<file path="config.mk">
export PLATFORM = sky130hd
export DESIGN_NAME = circular_deque
export DESIGN_NICKNAME = d
export VERILOG_FILES = /design/src/hw/rtl/cdq_pkg.sv /design/src/hw/rtl/circular_deque.sv
export SDC_FILE = /design/constraint.sdc
export NUM_CORES = 1
export LEC_CHECK = 0
export BUFFER_PORTS_ARGS = -buffer_cell sky130_fd_sc_hd__buf_2
export CORE_UTILIZATION = 65
export DETAILED_ROUTE_END_ITERATION = 10
export PLACE_DENSITY = 0.95
export SYNTH_ARGS = -nofsm -noshare
export SYNTH_HDL_FRONTEND = slang
export SYNTH_SLANG_ARGS = --single-unit
</file>
<file path="constraint.sdc">
create_clock -name aclk -period 8.5 [get_ports aclk]
set_clock_uncertainty 0.2 [all_clocks]
set_input_delay 0.85 -clock aclk [delete_from_list [all_inputs] [get_ports aclk]]
set_output_delay 0.85 -clock aclk [all_outputs]
set_load 0.02 [all_outputs]
</file>
<file path="src/hw/rtl/cdq_pkg.sv">
// Package for the circular deque: operation codes, status codes and field widths.
// No dependencies; imported by circular_deque and cdq_checker.
package cdq_pkg;

    localparam int DEPTH_DEF  = 8;   // default number of entries
    localparam int FUNC_W     = 2;
    localparam int VALUE_W    = 32;
    localparam int STATUS_W   = 2;
    localparam int FILL_W     = 4;
    localparam int S_TDATA_W  = 32;  // push_value
    localparam int M_TDATA_W  = 40;  // pop_value, fill_count, zero padding

    localparam logic [FUNC_W-1:0] OP_PUSH_REAR  = 2'd0;
    localparam logic [FUNC_W-1:0] OP_PUSH_FRONT = 2'd1;
    localparam logic [FUNC_W-1:0] OP_POP_FRONT  = 2'd2;
    localparam logic [FUNC_W-1:0] OP_POP_REAR   = 2'd3;

    localparam logic [STATUS_W-1:0] STAT_DONE  = 2'd0;
    localparam logic [STATUS_W-1:0] STAT_FULL  = 2'd1;
    localparam logic [STATUS_W-1:0] STAT_EMPTY = 2'd2;

endpackage

</file>
<file path="src/hw/rtl/circular_deque.sv">
// Circular double-ended queue of signed 32-bit words held in one synchronous RAM.
// Depends on cdq_pkg (operation codes, status codes, widths).
//
//  channel | direction | tdata (low bit up)                     | tuser
//  --------+-----------+----------------------------------------+----------------
//  s_axis  | in        | push_value[31:0]                       | func[1:0]
//  m_axis  | out       | pop_value[31:0], fill_count[35:32], 0s | status[1:0]
//
// A push, a refused push and a refused pop are answered from the result register alone.
// A successful pop also goes through the entry RAM: the RAM registers its read
// data, and the result is registered in the cycle after that.
// Reset (aresetn low, synchronous) empties the deque and drops any pending result;
// the RAM is not cleared, since a pop only ever reads an entry that a push wrote.
// Input and output are parted by the output register: unless a pop waits for RAM data,
// a new transfer is taken if the result register is empty or drains in the same cycle.
module circular_deque
    import cdq_pkg::*;
#(
    parameter int DEPTH = DEPTH_DEF
) (
    input  logic                   aclk,
    input  logic                   aresetn,
    input  logic                   s_axis_tvalid,
    output logic                   s_axis_tready,
    input  logic [S_TDATA_W-1:0]   s_axis_tdata,   // [31:0] push_value
    input  logic [FUNC_W-1:0]      s_axis_tuser,   // [1:0] func
    output logic                   m_axis_tvalid,
    input  logic                   m_axis_tready,
    output logic [M_TDATA_W-1:0]   m_axis_tdata,   // [31:0] pop_value, [35:32] fill_count
    output logic [STATUS_W-1:0]    m_axis_tuser    // [1:0] status
);

    localparam int IW = $clog2(DEPTH);      // entry index width
    localparam int CW = $clog2(DEPTH + 1);  // entry count width, holds DEPTH itself
    localparam int SW = IW + 2;             // width of front + count sums
    localparam int EW = CW + FILL_W;        // count zero-extended before truncation

    localparam logic [IW-1:0] LAST_IDX = IW'(DEPTH - 1);
    localparam logic [CW-1:0] FULL_CNT = CW'(DEPTH);
    localparam logic [SW-1:0] DEPTH_S  = SW'(DEPTH);

    // Sequencer: idle, or waiting for the RAM read of a pop.
    typedef enum logic [1:0] {
        ST_IDLE     = 2'b01,
        ST_POP_WAIT = 2'b10
    } state_t;

    state_t               state_reg, state_next;
    logic [IW-1:0]        front_reg, front_next;
    logic [CW-1:0]        count_reg, count_next;
    logic                 m_valid_reg, m_valid_next;
    logic [VALUE_W-1:0]   m_pop_reg, m_pop_next;
    logic [STATUS_W-1:0]  m_status_reg, m_status_next;
    logic [FILL_W-1:0]    m_fill_reg, m_fill_next;

    // Entry RAM: one write port and one registered read port.
    logic [VALUE_W-1:0]   mem [DEPTH];
    logic [VALUE_W-1:0]   rd_data_reg;
    logic                 mem_we, mem_re;
    logic [IW-1:0]        wr_idx, rd_idx;

    logic                 accept, full, empty;
    logic [IW-1:0]        front_inc, front_dec, rear_free, rear_last;
    logic [SW-1:0]        sum_free, sum_last;
    logic [EW-1:0]        cnt_ext;

    assign s_axis_tready = (state_reg == ST_IDLE) && (!m_valid_reg || m_axis_tready);
    assign accept        = s_axis_tvalid && s_axis_tready;

    assign full  = (count_reg == FULL_CNT);
    assign empty = (count_reg == '0);

    // Index arithmetic modulo DEPTH. Every sum stays below twice DEPTH, so one
    // compare and subtract wraps it.
    assign front_inc = (front_reg == LAST_IDX) ? '0 : front_reg + 1'b1;
    assign front_dec = (front_reg == '0) ? LAST_IDX : front_reg - 1'b1;
    assign sum_free  = SW'(front_reg) + SW'(count_reg);
    assign sum_last  = sum_free - 1'b1;
    assign rear_free = (sum_free >= DEPTH_S) ? IW'(sum_free - DEPTH_S) : IW'(sum_free);
    assign rear_last = (sum_last >= DEPTH_S) ? IW'(sum_last - DEPTH_S) : IW'(sum_last);

    always_comb begin
        state_next    = state_reg;
        front_next    = front_reg;
        count_next    = count_reg;
        m_valid_next  = m_valid_reg && !m_axis_tready;
        m_pop_next    = m_pop_reg;
        m_status_next = m_status_reg;
        m_fill_next   = m_fill_reg;
        mem_we        = 1'b0;
        mem_re        = 1'b0;
        wr_idx        = rear_free;
        rd_idx        = front_reg;
        cnt_ext       = '0;

        case (state_reg)
            ST_IDLE: begin
                if (accept) begin
                    m_status_next = STAT_DONE;
                    case (s_axis_tuser)
                        OP_PUSH_REAR: begin
                            if (full) begin
                                m_status_next = STAT_FULL;
                            end else begin
                                mem_we     = 1'b1;
                                wr_idx     = rear_free;
                                count_next = count_reg + 1'b1;
                            end
                        end
                        OP_PUSH_FRONT: begin
                            if (full) begin
                                m_status_next = STAT_FULL;
                            end else begin
                                mem_we     = 1'b1;
                                wr_idx     = front_dec;
                                front_next = front_dec;
                                count_next = count_reg + 1'b1;
                            end
                        end
                        OP_POP_FRONT: begin
                            if (empty) begin
                                m_status_next = STAT_EMPTY;
                            end else begin
                                mem_re     = 1'b1;
                                rd_idx     = front_reg;
                                front_next = front_inc;
                                count_next = count_reg - 1'b1;
                                state_next = ST_POP_WAIT;
                            end
                        end
                        default: begin
                            if (empty) begin
                                m_status_next = STAT_EMPTY;
                            end else begin
                                mem_re     = 1'b1;
                                rd_idx     = rear_last;
                                count_next = count_reg - 1'b1;
                                state_next = ST_POP_WAIT;
                            end
                        end
                    endcase
                    cnt_ext     = EW'(count_next);
                    m_fill_next = cnt_ext[FILL_W-1:0];
                    // Results that need no RAM data go out right away.
                    if (state_next == ST_IDLE) begin
                        m_pop_next   = '0;
                        m_valid_next = 1'b1;
                    end
                end
            end
            ST_POP_WAIT: begin
                // The result register was emptied when the pop was accepted.
                m_pop_next   = rd_data_reg;
                m_valid_next = 1'b1;
                state_next   = ST_IDLE;
            end
            default: begin
                state_next = ST_IDLE;
            end
        endcase
    end

    always_ff @(posedge aclk) begin
        if (!aresetn) begin
            state_reg   <= ST_IDLE;
            front_reg   <= '0;
            count_reg   <= '0;
            m_valid_reg <= 1'b0;
        end else begin
            state_reg   <= state_next;
            front_reg   <= front_next;
            count_reg   <= count_next;
            m_valid_reg <= m_valid_next;
        end
    end

    always_ff @(posedge aclk) begin
        m_pop_reg    <= m_pop_next;
        m_status_reg <= m_status_next;
        m_fill_reg   <= m_fill_next;
    end

    // Reads and writes never fall in the same cycle: a pop waits for its read
    // data before the next transfer is taken, so no forwarding is needed.
    always_ff @(posedge aclk) begin
        if (mem_we) begin
            mem[wr_idx] <= s_axis_tdata;
        end
        if (mem_re) begin
            rd_data_reg <= mem[rd_idx];
        end
    end

    assign m_axis_tvalid = m_valid_reg;
    assign m_axis_tdata  = {(M_TDATA_W - VALUE_W - FILL_W)'(0), m_fill_reg, m_pop_reg};
    assign m_axis_tuser  = m_status_reg;

endmodule

</file>
==> results of run 1 <==
==> critical path, cell delays in order (launching register included) <==
cell	delay, ns
dfxtp_1	0.43
inv_1	0.15
ha_1	0.27
nand2b_4	0.11
o2111a_2	0.18
buf_4	0.54
nand2_2	0.72
a31oi_4	1.18
o32ai_1	0.31
a221oi_2	0.27
==> kinds of logic after synthesis <==
group / Yosys count / synth area share (%)
compound gates: 104 / 7.37
buf+inv: 73 / 2.86
fa+ha+maj: 12 / 1.07
simple gates: 146 / 4.74
mux: 232 / 15.9
flops: 336 / 67.5
xor+xnor: 6 / 0.550
other cells: 1 / 0.0253
==> metal layers <==
layer | vias to the layer above | share of wire (%)
li1 | 3717 | -
met1 | 4263 | 39
met2 | 486 | 50
met3 | 88 | 7.6
met4 | 0 | 3.4
met5 | - | 0
==> path summary, 6_finish.rpt <==
check,slack (ns),depth (start not counted),startpoint,end
hold reg to reg,0.32,1,rd_data_reg[25],m_pop_reg[25]
setup / recovery,3.92,9,count_reg[0],rd_data_reg[12]
hold / removal,0.32,1,rd_data_reg[25],m_pop_reg[25]
setup reg to reg,3.92,9,count_reg[0],rd_data_reg[12]
==> through the flow <==
| step | cells | hold WS, ns | worst slack, ns | utilization, % |
|---|---|---|---|---|
| 6_report | 1287 | 0.324 | 3.92 | 74.5 |
| 5_1_grt | 1286 | 0.347 | 3.79 | 74.5 |
| 4_1_cts | 1285 | 0.329 | 4.05 | 74.5 |
| 3_5_place_dp | 1231 | 0.315 | 3.92 | 69.7 |
| 3_3_place_gp | 1231 | 0.318 | 4.02 | 69.7 |
| 2_1_floorplan | 913 | 0.303 | 3.58 | - |
==> report_power, final <==
group	leakage [nW]	switching (W)	internal (W)
logic	2.36	0.00106	0.000701
clock network	0.514	0.000594	0.000872
registers	3.05	0.0000863	0.00208
total	5.92	0.00175	0.00365
==> layout make-up <==
| class | instances | area share, % |
|---|---|---|
| tap | 280 | 2.13 |
| clock inverter | 11 | 0.950 |
| clock buffer | 43 | 5.50 |
| timing repair buffer | 97 | 3.25 |
| multi-input combinational | 504 | 27.1 |
| sequential | 336 | 60.7 |
| antenna | 2 | 0.0304 |
| inverter | 14 | 0.319 |
==> synth_stat cells (7+ instances only) <==
master | number | area share, %
edfxtp_1 | 326 | 66
nor3_1 | 15 | 0.51
nor2_1 | 72 | 1.8
o21ai_0 | 7 | 0.24
dfxtp_1 | 10 | 1.4
mux2i_1 | 227 | 15
buf_6 | 12 | 0.91
and2_1 | 35 | 1.5
clkbuf_1 | 14 | 0.36
a221oi_2 | 31 | 3.1
o32ai_1 | 31 | 1.8
ha_1 | 11 | 0.93
buf_2 | 17 | 0.57
nand2_1 | 10 | 0.25
buf_4 | 10 | 0.51
inv_1 | 12 | 0.30
==> impl_metrics.env, run 1 <==
export IMPL_fp_row_count=54
export IMPL_final_common_cell="edfxtp_1"
export IMPL_synth_edf_count=326
export IMPL_irDropWorstVdd_uv=352
export IMPL_grt_use_met2_pct=47.4
export IMPL_most_common_layout_cells="326 x edfxtp_1, 227 x mux2i_1, 77 x buf_2, 72 x nor2_1"
export IMPL_grt_busiest_layer="met2"
export IMPL_hold_viol_final=0
export IMPL_critPathRequiredTime_ns=8.63
export IMPL_min_period_over_period_pct=53.9
export IMPL_grt_pass1_wl_mm=49.9
export IMPL_yosys_warnings=0
export IMPL_yosysSeqAreaShare_pct=67.5
export IMPL_drc=0
export IMPL_routed_wl_mm=32.6
export IMPL_postCtsSetupRepairBufs=0
export IMPL_die_w_um=153
export IMPL_post_route_cell_area_um2=16500
export IMPL_clockRootBuffer="clkbuf_16"
export IMPL_hold_buffers=0
export IMPL_total_power_w=0.00540
export IMPL_avgSynthCellArea_um2=16.3
export IMPL_numPortBuffers=77
export IMPL_io_pins=82
export IMPL_ant_nets=0
export IMPL_cts_inserted_buffers=34
export IMPL_outcome="finished, final reports clean"
export IMPL_nets=1037
export IMPL_globalRouteTotalUtil_pct=28.2
export IMPL_clkSlewWorstSetupHoldPaths_ns=0.06
export IMPL_area_growth_pct=11.3
export IMPL_largest_register_ffs=256
export IMPL_fin_tns_setup_ns=0
export IMPL_clock_latency_ns=0.51
export IMPL_critPathLaunchType="flop"
export IMPL_clockBufferDepth=3
export IMPL_relSlewSlack_pct=17.3
export IMPL_clock_sinks=336
export IMPL_cts_repair_resized=0
export IMPL_gr_usage_met1_pct=35.9
export IMPL_start_util_pct=67.0
export IMPL_drt_initial_drc_count=962
export IMPL_grt_ovfl_total=0
export IMPL_antenna_found_initial=2
export IMPL_met3_usage_pct=4.48
export IMPL_cts_tree="built"
export IMPL_tightest_slew_ns=1.24
export IMPL_fmax_mhz=218
export IMPL_async_flop_share_pct=0
export IMPL_viasPerCell=6.65
export IMPL_pwr_density_cell_nw_per_um2=328
export IMPL_via_count=8554
export IMPL_worstPathMaxFanout=39
export IMPL_placed_area_um2=15400
export IMPL_die_y_um=153
export IMPL_critical_path_class="reg -> reg"
export IMPL_dieArea_um2=23400
export IMPL_dpl_hpwl_mm=17.6
export IMPL_rsz0062_at_grt="no"
export IMPL_fill_cells=1269
export IMPL_ff_latch_area_um2=9990
export IMPL_maxCapViolations=0
export IMPL_wire_per_inst_um=25.3
export IMPL_first_pass_iters=5
export IMPL_grt_start_max_net_pins=66
export IMPL_ys_seq_elements=336
export IMPL_routabilityCongestion=0.814
export IMPL_drive_gt1_share_pct=19.7
export IMPL_ys_flop_type="edfxtp_1"
export IMPL_coreArea_um2=22100
export IMPL_fin_crit_ns=4.58
export IMPL_multi_input_area_um2=4470
export IMPL_netlist_cell_type_count=51
export IMPL_arrival_ns=4.71
export IMPL_grt_pass1_vias=8891
export IMPL_htree_levels=2
export IMPL_cp_end_kind="flop"
export IMPL_holdCritPathClass="reg -> reg"
export IMPL_setup_violations=0
export IMPL_netlist_area_um2=14800
export IMPL_leakage_nw=5.92
export IMPL_slew_violations=0
export IMPL_syn_inst=910
(Power assumes the default switching activity.)
==> run 2, diff against run 1 <==
--- a/config.mk
+++ b/config.mk
@@ -6,9 +6,9 @@
 export NUM_CORES = 1
 export LEC_CHECK = 0
 export BUFFER_PORTS_ARGS = -buffer_cell sky130_fd_sc_hd__buf_2
-export CORE_UTILIZATION = 65
+export CORE_UTILIZATION = 61
 export DETAILED_ROUTE_END_ITERATION = 10
-export PLACE_DENSITY = 0.95
+export PLACE_DENSITY = 0.91
 export SYNTH_ARGS = -nofsm -noshare
 export SYNTH_HDL_FRONTEND = slang
 export SYNTH_SLANG_ARGS = --single-unit
==> constraint.sdc (replaced) <==
create_clock -name aclk -period 4.4 [get_ports aclk]
set_clock_uncertainty 0.2 [all_clocks]
set_input_delay 0.44 -clock aclk [delete_from_list [all_inputs] [get_ports aclk]]
set_output_delay 0.44 -clock aclk [all_outputs]
set_load 0.02 [all_outputs]
==> impl_metrics.env, run 2 (synthesis gave the netlist of run 1 again) <==
export IMPL_outcome="finished, final reports clean"
export IMPL_timing_critical_path_buf_inv=1
export IMPL_top_layer="met4"
export IMPL_globalRouteTotalUtil_pct=24.8
export IMPL_slew_violations=0
export IMPL_clockBufferDepth=3
export IMPL_grt_ovfl_total=0
export IMPL_io_pins=82
export IMPL_coreArea_um2=23600
export IMPL_leakage_nw=6.09
export IMPL_final_common_cell="edfxtp_1"
export IMPL_fp_row_count=56
export IMPL_area_growth_pct=13.9
export IMPL_nets=1077
export IMPL_routedLengthMet1_mm=12.3
export IMPL_critical_path_class="reg -> reg"
export IMPL_drt_initial_drc_count=782
export IMPL_worstPathMaxFanout=19
export IMPL_cp_end_kind="flop"
export IMPL_die_y_um=158
export IMPL_fill_cells=1420
export IMPL_tightest_slew_ns=1.24
export IMPL_die_w_um=158
export IMPL_routed_wl_mm=30.0
export IMPL_clockRootBuffer="clkbuf_16"
export IMPL_setup_violations=0
export IMPL_drc=0
export IMPL_critPathRequiredTime_ns=4.44
export IMPL_largest_register_ffs=256
export IMPL_ant_nets=0
export IMPL_cpPeakStageDelay_ns=1.01
export IMPL_dieArea_um2=24900
export IMPL_relSlewSlack_pct=17.2
export IMPL_arrival_ns=4.07
export IMPL_post_route_cell_area_um2=16800
export IMPL_cp_slowest_cell="nor3_4"
export IMPL_antenna_found_initial=0
export IMPL_dpl_hpwl_mm=17.5
export IMPL_fin_crit_ns=4.03
export IMPL_dr_wl_met3_mm=1.87
export IMPL_worst_hold_slack_ns=0.157
export IMPL_cp_cell_sequence="ha_1, fa_1, xor2_1, a31oi_1, o21bai_1, mux2i_1, nor3_4, buf_4"
export IMPL_grt_pass1_vias=8541
export IMPL_most_common_layout_cells="326 x edfxtp_1, 227 x mux2i_1, 77 x buf_2, 72 x nor2_1, 35 x and2_1"
export IMPL_start_util_pct=62.7
export IMPL_htree_levels=1
export IMPL_via_count=8425
export IMPL_critPathLaunchType="flop"
export IMPL_viasPerCell=6.17
export IMPL_pwr_density_cell_nw_per_um2=607
export IMPL_min_period_over_period_pct=91.5
export IMPL_grt_pass1_wl_mm=46.4
export IMPL_clock_latency_ns=0.56
export IMPL_first_pass_iters=5
export IMPL_routabilityCongestion=0.808
export IMPL_pre_cts_slack_ns=0.422
export IMPL_numPortBuffers=77
export IMPL_holdCritPathClass="in -> reg"
export IMPL_rsz0062_at_grt="no"
export IMPL_fmax_mhz=248
export IMPL_grt_start_max_net_pins=68
export IMPL_cts_inserted_buffers=31
export IMPL_n_antenna_cell=0
export IMPL_drive_gt1_share_pct=19.7
export IMPL_placed_area_um2=15600
export IMPL_met2_length_mm=15.0
export IMPL_clkSlewWorstSetupHoldPaths_ns=0.06
export IMPL_maxCapViolations=0
export IMPL_hold_viol_final=0
export IMPL_clock_sinks=336
export IMPL_setup_ws_ns=0.372
export IMPL_cts_tree="built"
export IMPL_irDropWorstVdd_uv=367
export IMPL_wire_per_inst_um=22.0
export IMPL_cp_top_family="simple AND/OR/NAND/NOR gates"
[run 2: cell types whose count changed in the layout (fill, tap and decap cells not counted), sizes merged]
cell / delta
dlygate4sd3: +33
clkinv: +3
clkbuf: -3
buf: +10
bufinv: -1
inv: -1
diode: -2
[run 2: routing by layer]
layer,track usage [%],vias up
li1,-,3777
met1,32.5,4233
met2,42.2,345
met3,3.39,70
met4,9.20,0
met5,0,-
[run 2: worst paths after layout]
| check | cells after the start | from | slack, ns | to |
|---|---|---|---|---|
| worst max-delay path | 8 | front_reg[0] | 0.37 | mem[4][23] |
| worst min register to register | 1 | rd_data_reg[5] | 0.32 | m_pop_reg[5] |
| worst min-delay path | 3 | s_axis_tuser[0] | 0.16 | front_reg[1] |
| worst max register to register | 8 | front_reg[0] | 0.37 | mem[4][23] |
[run 2: worst register-to-register path, delay by kind of cell, from the launching register on]
kind / cells / cell delay (ns)
simple gates: 1 / 1.01
fa+ha+maj: 2 / 0.72
flops: 1 / 0.44
compound gates: 2 / 0.41
buf+inv: 1 / 0.41
mux: 1 / 0.33
xor+xnor: 1 / 0.17
[run 2: through the flow]
step                std cells  util (%)  setup TNS [ns]  total power (W)
floorplan                 913         -          -50.01          0.00683
global route             1365      71.4               0           0.0106
CTS                      1365      71.4               0           0.0102
detailed placement       1280      66.0               0          0.00767
global placement         1280      66.0               0          0.00754
finish                   1365      71.4               0           0.0102
[run 2: report_power, final]
group	total, W	leakage, nW	internal [W]	switching, W
clock	0.00254	0.461	0.00146	0.00108
combinational	0.00353	2.57	0.00143	0.00210
sequential	0.00416	3.05	0.00402	0.000142
total	0.0102	6.09	0.00691	0.00332
[run 2: area by class of cell]
cell class                 instances  area, µm²  share of cell area (%)
clock inverter                    12        134                   0.795
inverter                          14       52.6                   0.312
multi-input combinational        504       4500                    26.7
tap                              319        399                    2.37
timing repair buffer             140        966                    5.73
clock buffer                      40        810                    4.80
sequential                       336       9990                    59.3
[run 2: what timing repair did]
action	CTS	global route
resized for setup	0	0
hold buffers	33	0
setup buffers	0	0
endpoints found under the hold margin	257	0
==> run 3, diff against run 2 <==
--- a/config.mk
+++ b/config.mk
@@ -6,9 +6,9 @@
 export NUM_CORES = 1
 export LEC_CHECK = 0
 export BUFFER_PORTS_ARGS = -buffer_cell sky130_fd_sc_hd__buf_2
-export CORE_UTILIZATION = 61
+export CORE_UTILIZATION = 55
 export DETAILED_ROUTE_END_ITERATION = 10
-export PLACE_DENSITY = 0.91
+export PLACE_DENSITY = 0.87
 export SYNTH_ARGS = -nofsm -noshare
 export SYNTH_HDL_FRONTEND = slang
 export SYNTH_SLANG_ARGS = --single-unit
==> constraint.sdc (replaced) <==
create_clock -name aclk -period 3.5 [get_ports aclk]
set_clock_uncertainty 0.2 [all_clocks]
set_input_delay 0.35 -clock aclk [delete_from_list [all_inputs] [get_ports aclk]]
set_output_delay 0.35 -clock aclk [all_outputs]
set_load 0.02 [all_outputs]
==> impl_metrics.env, run 3 (synthesis gave the netlist of run 1 again) <==
export IMPL_setup_violations=0
export IMPL_globalRouteTotalUtil_pct=23.8
export IMPL_via_count=8530
export IMPL_leakage_nw=6.24
export IMPL_relSlewSlack_pct=24.4
export IMPL_largest_register_ffs=256
export IMPL_grt_pass1_wl_mm=49.6
export IMPL_regToRegSetupSlack_ns=0.23
export IMPL_slew_violations=0
export IMPL_cts_tree="built"
export IMPL_most_common_layout_cells="326 x edfxtp_1, 227 x mux2i_1, 77 x buf_2, 72 x nor2_1"
export IMPL_cp_slowest_cell="mux2_2"
export IMPL_final_common_cell="edfxtp_1"
export IMPL_coreArea_um2=26200
export IMPL_routabilityCongestion=0.794
export IMPL_area_growth_pct=16.5
export IMPL_fmax_mhz=305
export IMPL_htree_levels=2
export IMPL_cp_cell_sequence="inv_1, ha_1, and2_1, nand2_2, inv_2, a31oi_1, o21bai_1, mux2_2, nor3_4, buf_4"
export IMPL_final_core_util_pct=65.8
export IMPL_dieArea_um2=27600
export IMPL_irDropWorstVdd_uv=623
export IMPL_tightest_slew_ns=1.10
export IMPL_wire_per_inst_um=23.4
export IMPL_viasPerCell=6.11
export IMPL_start_util_pct=56.5
export IMPL_maxCapViolations=0
export IMPL_clock_sinks=336
export IMPL_first_pass_iters=8
export IMPL_drt_initial_drc_count=921
export IMPL_clockRootBuffer="clkbuf_16"
export IMPL_dpl_hpwl_mm=17.6
export IMPL_clockBufferDepth=3
export IMPL_timing_critical_path_buf_inv=3
export IMPL_cp_end_kind="flop"
export IMPL_cp_top_family="buffers and inverters"
export IMPL_worst_hold_slack_ns=0.130
export IMPL_pwr_density_cell_nw_per_um2=781
export IMPL_cpPeakStageDelay_ns=0.38
export IMPL_rsz0062_at_grt="no"
export IMPL_critPathLaunchType="flop"
export IMPL_nets=1084
export IMPL_die_w_um=166
export IMPL_finalNonFillerCells=1395
export IMPL_outcome="finished with violations"
export IMPL_fp_row_count=59
export IMPL_min_period_over_period_pct=93.6
export IMPL_die_y_um=166
export IMPL_clkSlewWorstSetupHoldPaths_ns=0.06
export IMPL_critPathRequiredTime_ns=3.47
export IMPL_violations="DRC"
export IMPL_worstPathMaxFanout=20
export IMPL_holdCritPathClass="in -> reg"
export IMPL_numPortBuffers=77
export IMPL_routed_wl_mm=32.6
export IMPL_grt_ovfl_total=0
export IMPL_grt_start_max_net_pins=41
export IMPL_ant_nets=0
export IMPL_fin_crit_ns=3.27
export IMPL_antenna_found_initial=0
export IMPL_arrival_ns=3.24
export IMPL_grt_pass1_vias=8705
export IMPL_fill_cells=1724
export IMPL_clock_latency_ns=0.51
export IMPL_drive_gt1_share_pct=20.5
export IMPL_io_pins=82
export IMPL_placed_cells=1299
export IMPL_critical_path_class="reg -> reg"
export IMPL_hold_viol_final=0
export IMPL_total_power_w=0.0135
export IMPL_drc=22
export IMPL_cts_inserted_buffers=35
export IMPL_fin_tns_setup_ns=0
-- run 3: cell type report --
type | count | area, µm² | share of cell area, %
Inverter | 14 | 52.6 | 0.305
Multi-Input combinational cell | 504 | 4520 | 26.2
Clock inverter | 21 | 203 | 1.18
Sequential cell | 336 | 9990 | 58.0
Antenna cell | 1 | 2.50 | 0.0145
Tap cell | 335 | 419 | 2.43
Timing Repair Buffer | 143 | 1150 | 6.68
Clock buffer | 41 | 898 | 5.21
-- run 3: metrics by stage --
stage	setup WS (ns)	cell area [µm²]
final	0.225	17200
after global routing	0.0184	17200
after CTS	0.238	17200
after detailed placement	0.295	15800
after global placement	0.408	15800
after floorplan	-0.347	14900
-- run 3: routing by layer --
layer / share of wire [%] / track usage (%) / vias up
met3: 6.9 / 4.08 / 98
met2: 50 / 40.4 / 354
met5: 0 / 0 / -
li1: - / - / 3821
met4: 3.5 / 10.4 / 0
met1: 40 / 30.2 / 4257
-- run 3: timing repair --
| action | 4_1_cts | 5_1_grt |
|---|---|---|
| hold buffers | 33 | 0 |
| setup buffers | 0 | 0 |
| setup endpoints to repair | 0 | 0 |
| hold endpoints to repair | 266 | 0 |
| resized for setup | 0 | 0 |
-- run 3: path summary, 6_finish.rpt --
check	start	endpoint	depth (start not counted)
worst min register to register	rd_data_reg[23]	m_pop_reg[23]	1
worst max-delay path	state_reg[1]	mem[1][8]	10
worst max register to register	state_reg[1]	mem[1][8]	10
worst min-delay path	s_axis_tuser[0]	front_reg[1]	3
-- run 3: report_power, final --
group | total (W) | switching, W | internal, W
registers | 0.00522 | 0.000173 | 0.00505
clock network | 0.00361 | 0.00148 | 0.00213
logic | 0.00463 | 0.00272 | 0.00190
-- run 3: worst reg2reg max path: stages, from the launching register on --
cell and delay (ns):
dfxtp_1 0.33, inv_1 0.06, ha_1 0.30, and2_1 0.24
nand2_2 0.14, inv_2 0.26, a31oi_1 0.16, o21bai_1 0.22
mux2_2 0.38, nor3_4 0.25, buf_4 0.38
